**src/tba_pkg.sv**
```systemverilog
// Shared types, constants and width helpers for the track box association core.
package tba_pkg;

  localparam int MAX_TRACKS_DEF = 32;
  localparam int COORD_BITS_DEF = 13;

  localparam int SIZE_W  = 12;
  localparam int CONF_W  = 16;
  localparam int CLASS_W = 8;
  localparam int IDENT_W = 7;
  localparam int SLOT_W  = 5;
  localparam int POS_W   = 6;

  localparam logic [POS_W-1:0] POS_MAX = 6'd63;
  localparam int DIST_LIMIT = 32767;

  typedef enum logic [1:0] {
    ST_IDLE,
    ST_SCAN,
    ST_DECIDE
  } tba_state_e;

  // Attributes kept with each track entry.
  typedef struct packed {
    logic [CONF_W-1:0]  conf;
    logic [CLASS_W-1:0] cls;
    logic [IDENT_W-1:0] ident;
  } track_attr_t;

  // Entry write control, broadcast along the row.
  typedef struct packed {
    logic en;
    logic fresh;  // new entry: also load class and identifier
  } cell_wr_t;

  // Fixed part of the search word handed from cell to cell.
  typedef struct packed {
    logic               hit;
    logic [IDENT_W-1:0] ident;
  } tok_meta_t;

  // Signed working width for centres, edges and distances.
  function automatic int work_width(input int coord_bits);
    int sw;
    sw = ((coord_bits + 1 > SIZE_W + 1) ? coord_bits + 1 : SIZE_W + 1) + 1;
    return (sw + 1 > 16) ? sw + 1 : 16;
  endfunction

endpackage

```
**src/tba_cell.sv**
```systemverilog
// One track entry of the row: holds its centre and attributes, refines the search word.
module tba_cell #(
  parameter int MAX_TRACKS = tba_pkg::MAX_TRACKS_DEF,
  parameter int COORD_BITS = tba_pkg::COORD_BITS_DEF,
  parameter int IDX        = 0
) (
  input  logic                                          clk_i,
  input  logic [$clog2(MAX_TRACKS+1)-1:0]               count_i,
  input  logic                                          scan_en_i,
  input  logic signed [tba_pkg::work_width(COORD_BITS)-1:0] det_left_i,
  input  logic signed [tba_pkg::work_width(COORD_BITS)-1:0] det_right_i,
  input  logic signed [tba_pkg::work_width(COORD_BITS)-1:0] det_top_i,
  input  logic signed [tba_pkg::work_width(COORD_BITS)-1:0] det_bottom_i,
  input  logic signed [tba_pkg::work_width(COORD_BITS)-1:0] det_cx_i,
  input  logic signed [tba_pkg::work_width(COORD_BITS)-1:0] det_cy_i,
  input  tba_pkg::track_attr_t                          attr_i,
  input  tba_pkg::cell_wr_t                             wr_i,
  input  logic [$clog2(MAX_TRACKS)-1:0]                 wr_idx_i,
  input  logic [tba_pkg::work_width(COORD_BITS)-1:0]    best_i,
  input  logic [$clog2(MAX_TRACKS)-1:0]                 idx_i,
  input  tba_pkg::tok_meta_t                            meta_i,
  output logic [tba_pkg::work_width(COORD_BITS)-1:0]    best_o,
  output logic [$clog2(MAX_TRACKS)-1:0]                 idx_o,
  output tba_pkg::tok_meta_t                            meta_o
);

  localparam int WW   = tba_pkg::work_width(COORD_BITS);
  localparam int IW   = $clog2(MAX_TRACKS);
  localparam int CNTW = $clog2(MAX_TRACKS + 1);

  // The entry keeps its box as the centre, the only part the search reads.
  logic signed [WW-1:0] cx_q, cy_q;
  tba_pkg::track_attr_t attr_q;

  logic [WW-1:0]        best_q;
  logic [IW-1:0]        idx_q;
  tba_pkg::tok_meta_t   meta_q;

  logic                 active, in_box, hit;
  logic signed [WW-1:0] dx, dy;
  logic [WW-1:0]        adx, ady, near_dist;

  always_comb begin
    active    = scan_en_i && (CNTW'(IDX) < count_i);
    in_box    = (det_left_i <= cx_q) && (cx_q < det_right_i) &&
                (det_top_i <= cy_q) && (cy_q < det_bottom_i);
    dx        = det_cx_i - cx_q;
    dy        = det_cy_i - cy_q;
    adx       = dx[WW-1] ? WW'(-dx) : WW'(dx);
    ady       = dy[WW-1] ? WW'(-dy) : WW'(dy);
    near_dist = (adx > ady) ? adx : ady;
    // Strictly smaller only, so the lowest index keeps a tie.
    hit       = active && in_box && (near_dist < best_i);
  end

  always_ff @(posedge clk_i) begin
    best_q <= hit ? near_dist : best_i;
    idx_q  <= hit ? IW'(IDX) : idx_i;
    if (hit) begin
      meta_q.hit   <= 1'b1;
      meta_q.ident <= attr_q.ident;
    end else begin
      meta_q <= meta_i;
    end
  end

  always_ff @(posedge clk_i) begin
    if (wr_i.en && (wr_idx_i == IW'(IDX))) begin
      cx_q        <= det_cx_i;
      cy_q        <= det_cy_i;
      attr_q.conf <= attr_i.conf;
      if (wr_i.fresh) begin
        attr_q.cls   <= attr_i.cls;
        attr_q.ident <= attr_i.ident;
      end
    end
  end

  assign best_o = best_q;
  assign idx_o  = idx_q;
  assign meta_o = meta_q;

endmodule
```
**config.mk**
```make
export PLATFORM = sky130hd
export DESIGN_NAME = tba_cell
export DESIGN_NICKNAME = d
export VERILOG_FILES = /design/src/tba_pkg.sv /design/src/tba_cell.sv
export SDC_FILE = /design/constraint.sdc
export NUM_CORES = 1
export LEC_CHECK = 0
export CAP_MARGIN = 20
export CORE_MARGIN = 5
export CORE_UTILIZATION = 58
export CTS_CLUSTER_SIZE = 12
export DETAILED_ROUTE_END_ITERATION = 12
export DONT_BUFFER_PORTS = 1
export PLACE_DENSITY = 0.74
export RECOVER_POWER = 50
export SYNTH_ARGS = -nofsm -noshare
export SYNTH_HDL_FRONTEND = slang
export SYNTH_SLANG_ARGS = --single-unit
```
**constraint.sdc**
```tcl
create_clock -name clk_i -period 21.4 [get_ports clk_i]
set_input_delay 3.21 -clock clk_i [delete_from_list [all_inputs] [get_ports clk_i]]
set_output_delay 3.21 -clock clk_i [all_outputs]
set_load 0.05 [all_outputs]
```
==> results.txt <==
Commonest non-fill, non-tap cell in the layout: ha_1
Worst Setup End Kind: flop
Share of cells above drive strength 1: 0.06897
Drt total wl: 20560 um
Total setup buffers inserted after CTS: 0
Reg-to-Reg Start: cy_q[0]
CTS Hold Bufs: 0
Pint: 0.3203 mW
Cell Area, Synth: 7587 um^2
Die footprint: 15470 um^2
FF-to-FF setup slack: 12.57 ns
Tot Pwr: 0.5339 mW
Max Slew Vio Count: 0
Clock power frac: 0.292
Hpwl dp: 17140 um
Number of global-route vias before repair: 6779
Vias after detailed routing: 6788
Dpl cell area: 7779 um^2
Gate power share: 0.417
Setup crit end: best_o[1]
Synth cell types: 85
Max Fclk: 88.26 MHz
Setup TNS Final: 0 ns
Final non-filler cell total: 1071
Vias per cell: 6.338
Highest-count cells in the layout ignoring fill and taps: 125 x ha_1, 98 x inv_1, 57 x a21oi_1
Tcrit/Tclk final: 0.5294
Net Sw Frac: 0.4000
Antenna-violating nets left: 0
Total track usage: 0.2594
Critical Path Source Type: input pin
Root Buffer: clkbuf_16
Clock buffer depth: 2
Setup WS post-layout: 10.07 ns
WS Path Type: input pin to flop
Chip height: 124.4 um
Sequential-to-total area share from yosys stat: 0.2309
Cells after Synth: 892
VDD IR max: 34.33 uV
Clock Skew: 0.01016 ns
Largest stage delay, worst path: 0.81 ns
Worst min path class: flop to flop
Lkg Pwr: 3.611 nW
Clock transition at the registers of the reported paths: 0.06 ns
Run status: finished clean
Crit path max fanout: 14
Max cap viols: 0
Mapped Nets: 1190
Cell area after layout: 8098 um^2
Post-synth EDFFs: 39
Flop pwr share: 0.291
Pre-CTS setup slack: 9.713 ns
Ant diodes: 0
Critical Path Most Common Cell: nor2_1
Initial core utilization: 0.5964
Reg-to-Reg End: best_o[1]
Final Critical Period: 11.33 ns
H-tree levels: 3
RSZ-0062 raised after global routing: false
Hold Fails Final Rpt: 0
Reg2Reg Depth: 27
Crit path DAT: 11.55 ns
Mean post-synth cell area: 8.506 um^2
CP Launch Point: det_cy_i[0]
Async SR Flop Fraction: 0
Die X-Extent: 124.4 um
Clock sink count: 68
Initial antenna violation count: 0
First-pass GRT wire length: 33200 um
Pin count of the biggest net entering global routing: 34
Setup violators final: 0
P_sw: 0.2136 mW
TritonCTS buffer count: 9
DR iter-0 viols: 424
Residual DRC: 0
Least-Margin Pin Slew: 1.006 ns
Yosys warnings: 0
Post-placement cell count: 1053
Pre-antenna DRT Iters: 7
FF+latch count, synth: 68
# rows: 41
Io pins: 200
Post-CTS resize count: 0
Area grow syn2layout: 6.728%
GRT overflow: 0
GPL Wtd Cong: 0.9003
Slowest cell on the critical path: a2111oi_0
Avg WL per Cell: 19.19 um
Layout Nets: 1192
Slew HR: 0.3263
CTS tree: done
I/O Buffers: 0
Required @ worst endpoint: 21.62 ns
Pwr per Cell Area: 65.93 nW/um^2
Core area: 12720 um^2
Skew-Pair Late Insertion Delay: 0.34 ns
Main synth FF type: edfxtp_1
==> cells in the mapped netlist (4+ instances only) <==
cell / count / area, um^2
nor3_1: 26 / 130.1
or2_2: 7 / 43.79
o211ai_1: 8 / 60.06
nor4_1: 4 / 25.02
nor2b_1: 11 / 68.82
nand2_1: 48 / 180.2
o211a_1: 5 / 50.05
o31ai_1: 11 / 82.58
edfxtp_1: 39 / 1171
mux2i_1: 10 / 100.1
a21oi_1: 57 / 285.3
and2_1: 14 / 87.58
o21ai_0: 50 / 250.2
nand2b_1: 13 / 81.33
and4_1: 4 / 35.03
inv_1: 98 / 367.9
nand3_1: 32 / 160.2
or3_1: 14 / 87.58
a311oi_1: 6 / 52.55
dfxtp_1: 29 / 580.6
and3_1: 21 / 131.4
o21a_1: 13 / 97.59
xnor2_1: 17 / 148.9
a21o_1: 19 / 142.6
a21boi_0: 5 / 37.54
a2111oi_0: 5 / 43.79
o2111ai_1: 6 / 52.55
mux2_2: 5 / 56.30
nor3b_1: 7 / 52.55
nand4_1: 14 / 87.58
a211oi_1: 7 / 52.55
ha_1: 125 / 1564
nor2_1: 54 / 202.7
clkbuf_1: 12 / 45.04
xor2_1: 12 / 105.1
==> layout make-up <==
cell class	count	area [um^2]
fill	1125	4624
clock inverter	7	78.83
tap	172	215.2
sequential	68	1752
timing repair buffer	6	45.04
multi-input combinational	711	5414
inverter	98	367.9
clock buffer	9	225.2
==> flip-flops by register name (all words and copies together) (netlist names) <==
signal	cells
cx_q	16
idx_o	5
best_o	16
attr_q	7
cy_q	16
meta_o	8
==> routing by layer <==
layer / global-route usage / wire length (um)
met5: 0 / 0
met4: 0.09413 / 698
met3: 0.05746 / 1219
met2: 0.4669 / 10200
met1: 0.3004 / 8436
==> cell families (layout without fill, tap and decap cells) <==
logic type | count (synthesis) | after routing | synth area share
multiplexers | 18 | 18 | 0.02507
flip-flops | 68 | 68 | 0.2309
buffers and inverters | 113 | 120 | 0.05623
adder cells (fa/ha/maj) | 127 | 127 | 0.2114
AO/OA/AOI/OAI | 251 | 251 | 0.2403
XOR/XNOR | 29 | 29 | 0.03348
AND/OR/NAND/NOR | 286 | 286 | 0.2027
==> how the worst min path moves through the flow <==
stage	start	endpoint	cells past startpoint
global placement	attr_q[5]	meta_o[5]	1
global route	attr_q[4]	meta_o[4]	1
detailed placement	attr_q[5]	meta_o[5]	1
CTS	attr_q[5]	meta_o[5]	1
floorplan	attr_q[4]	meta_o[4]	1
finish	attr_q[4]	meta_o[4]	1
==> power groups by stage <==
stage                     logic, mW  registers, mW  clock network (mW)
after floorplan               0.162          0.158                   0
after global placement        0.208          0.158                   0
after detailed placement      0.217          0.158                   0
after CTS                     0.220          0.155               0.159
after global routing          0.249          0.156               0.164
final                         0.223          0.155               0.156
==> per-stage QoR <==
stage,hold WS (ns),utilization
5_1_grt,0.4792,0.6365
4_1_cts,0.4614,0.6353
6_report,0.4597,0.6365
3_3_place_gp,0.4332,0.6114
3_5_place_dp,0.4471,0.6114
2_1_floorplan,0.4251,-
==> critical path, delay by kind of cell <==
family / cells / cell delay [ns]
AO/OA/AOI/OAI: 12 / 4.46
XOR/XNOR: 2 / 0.43
adder cells (fa/ha/maj): 4 / 1.17
buffers and inverters: 2 / 0.09
multiplexers: 1 / 0.36
AND/OR/NAND/NOR: 7 / 1.80
Power figures use the tool's default switching activity.
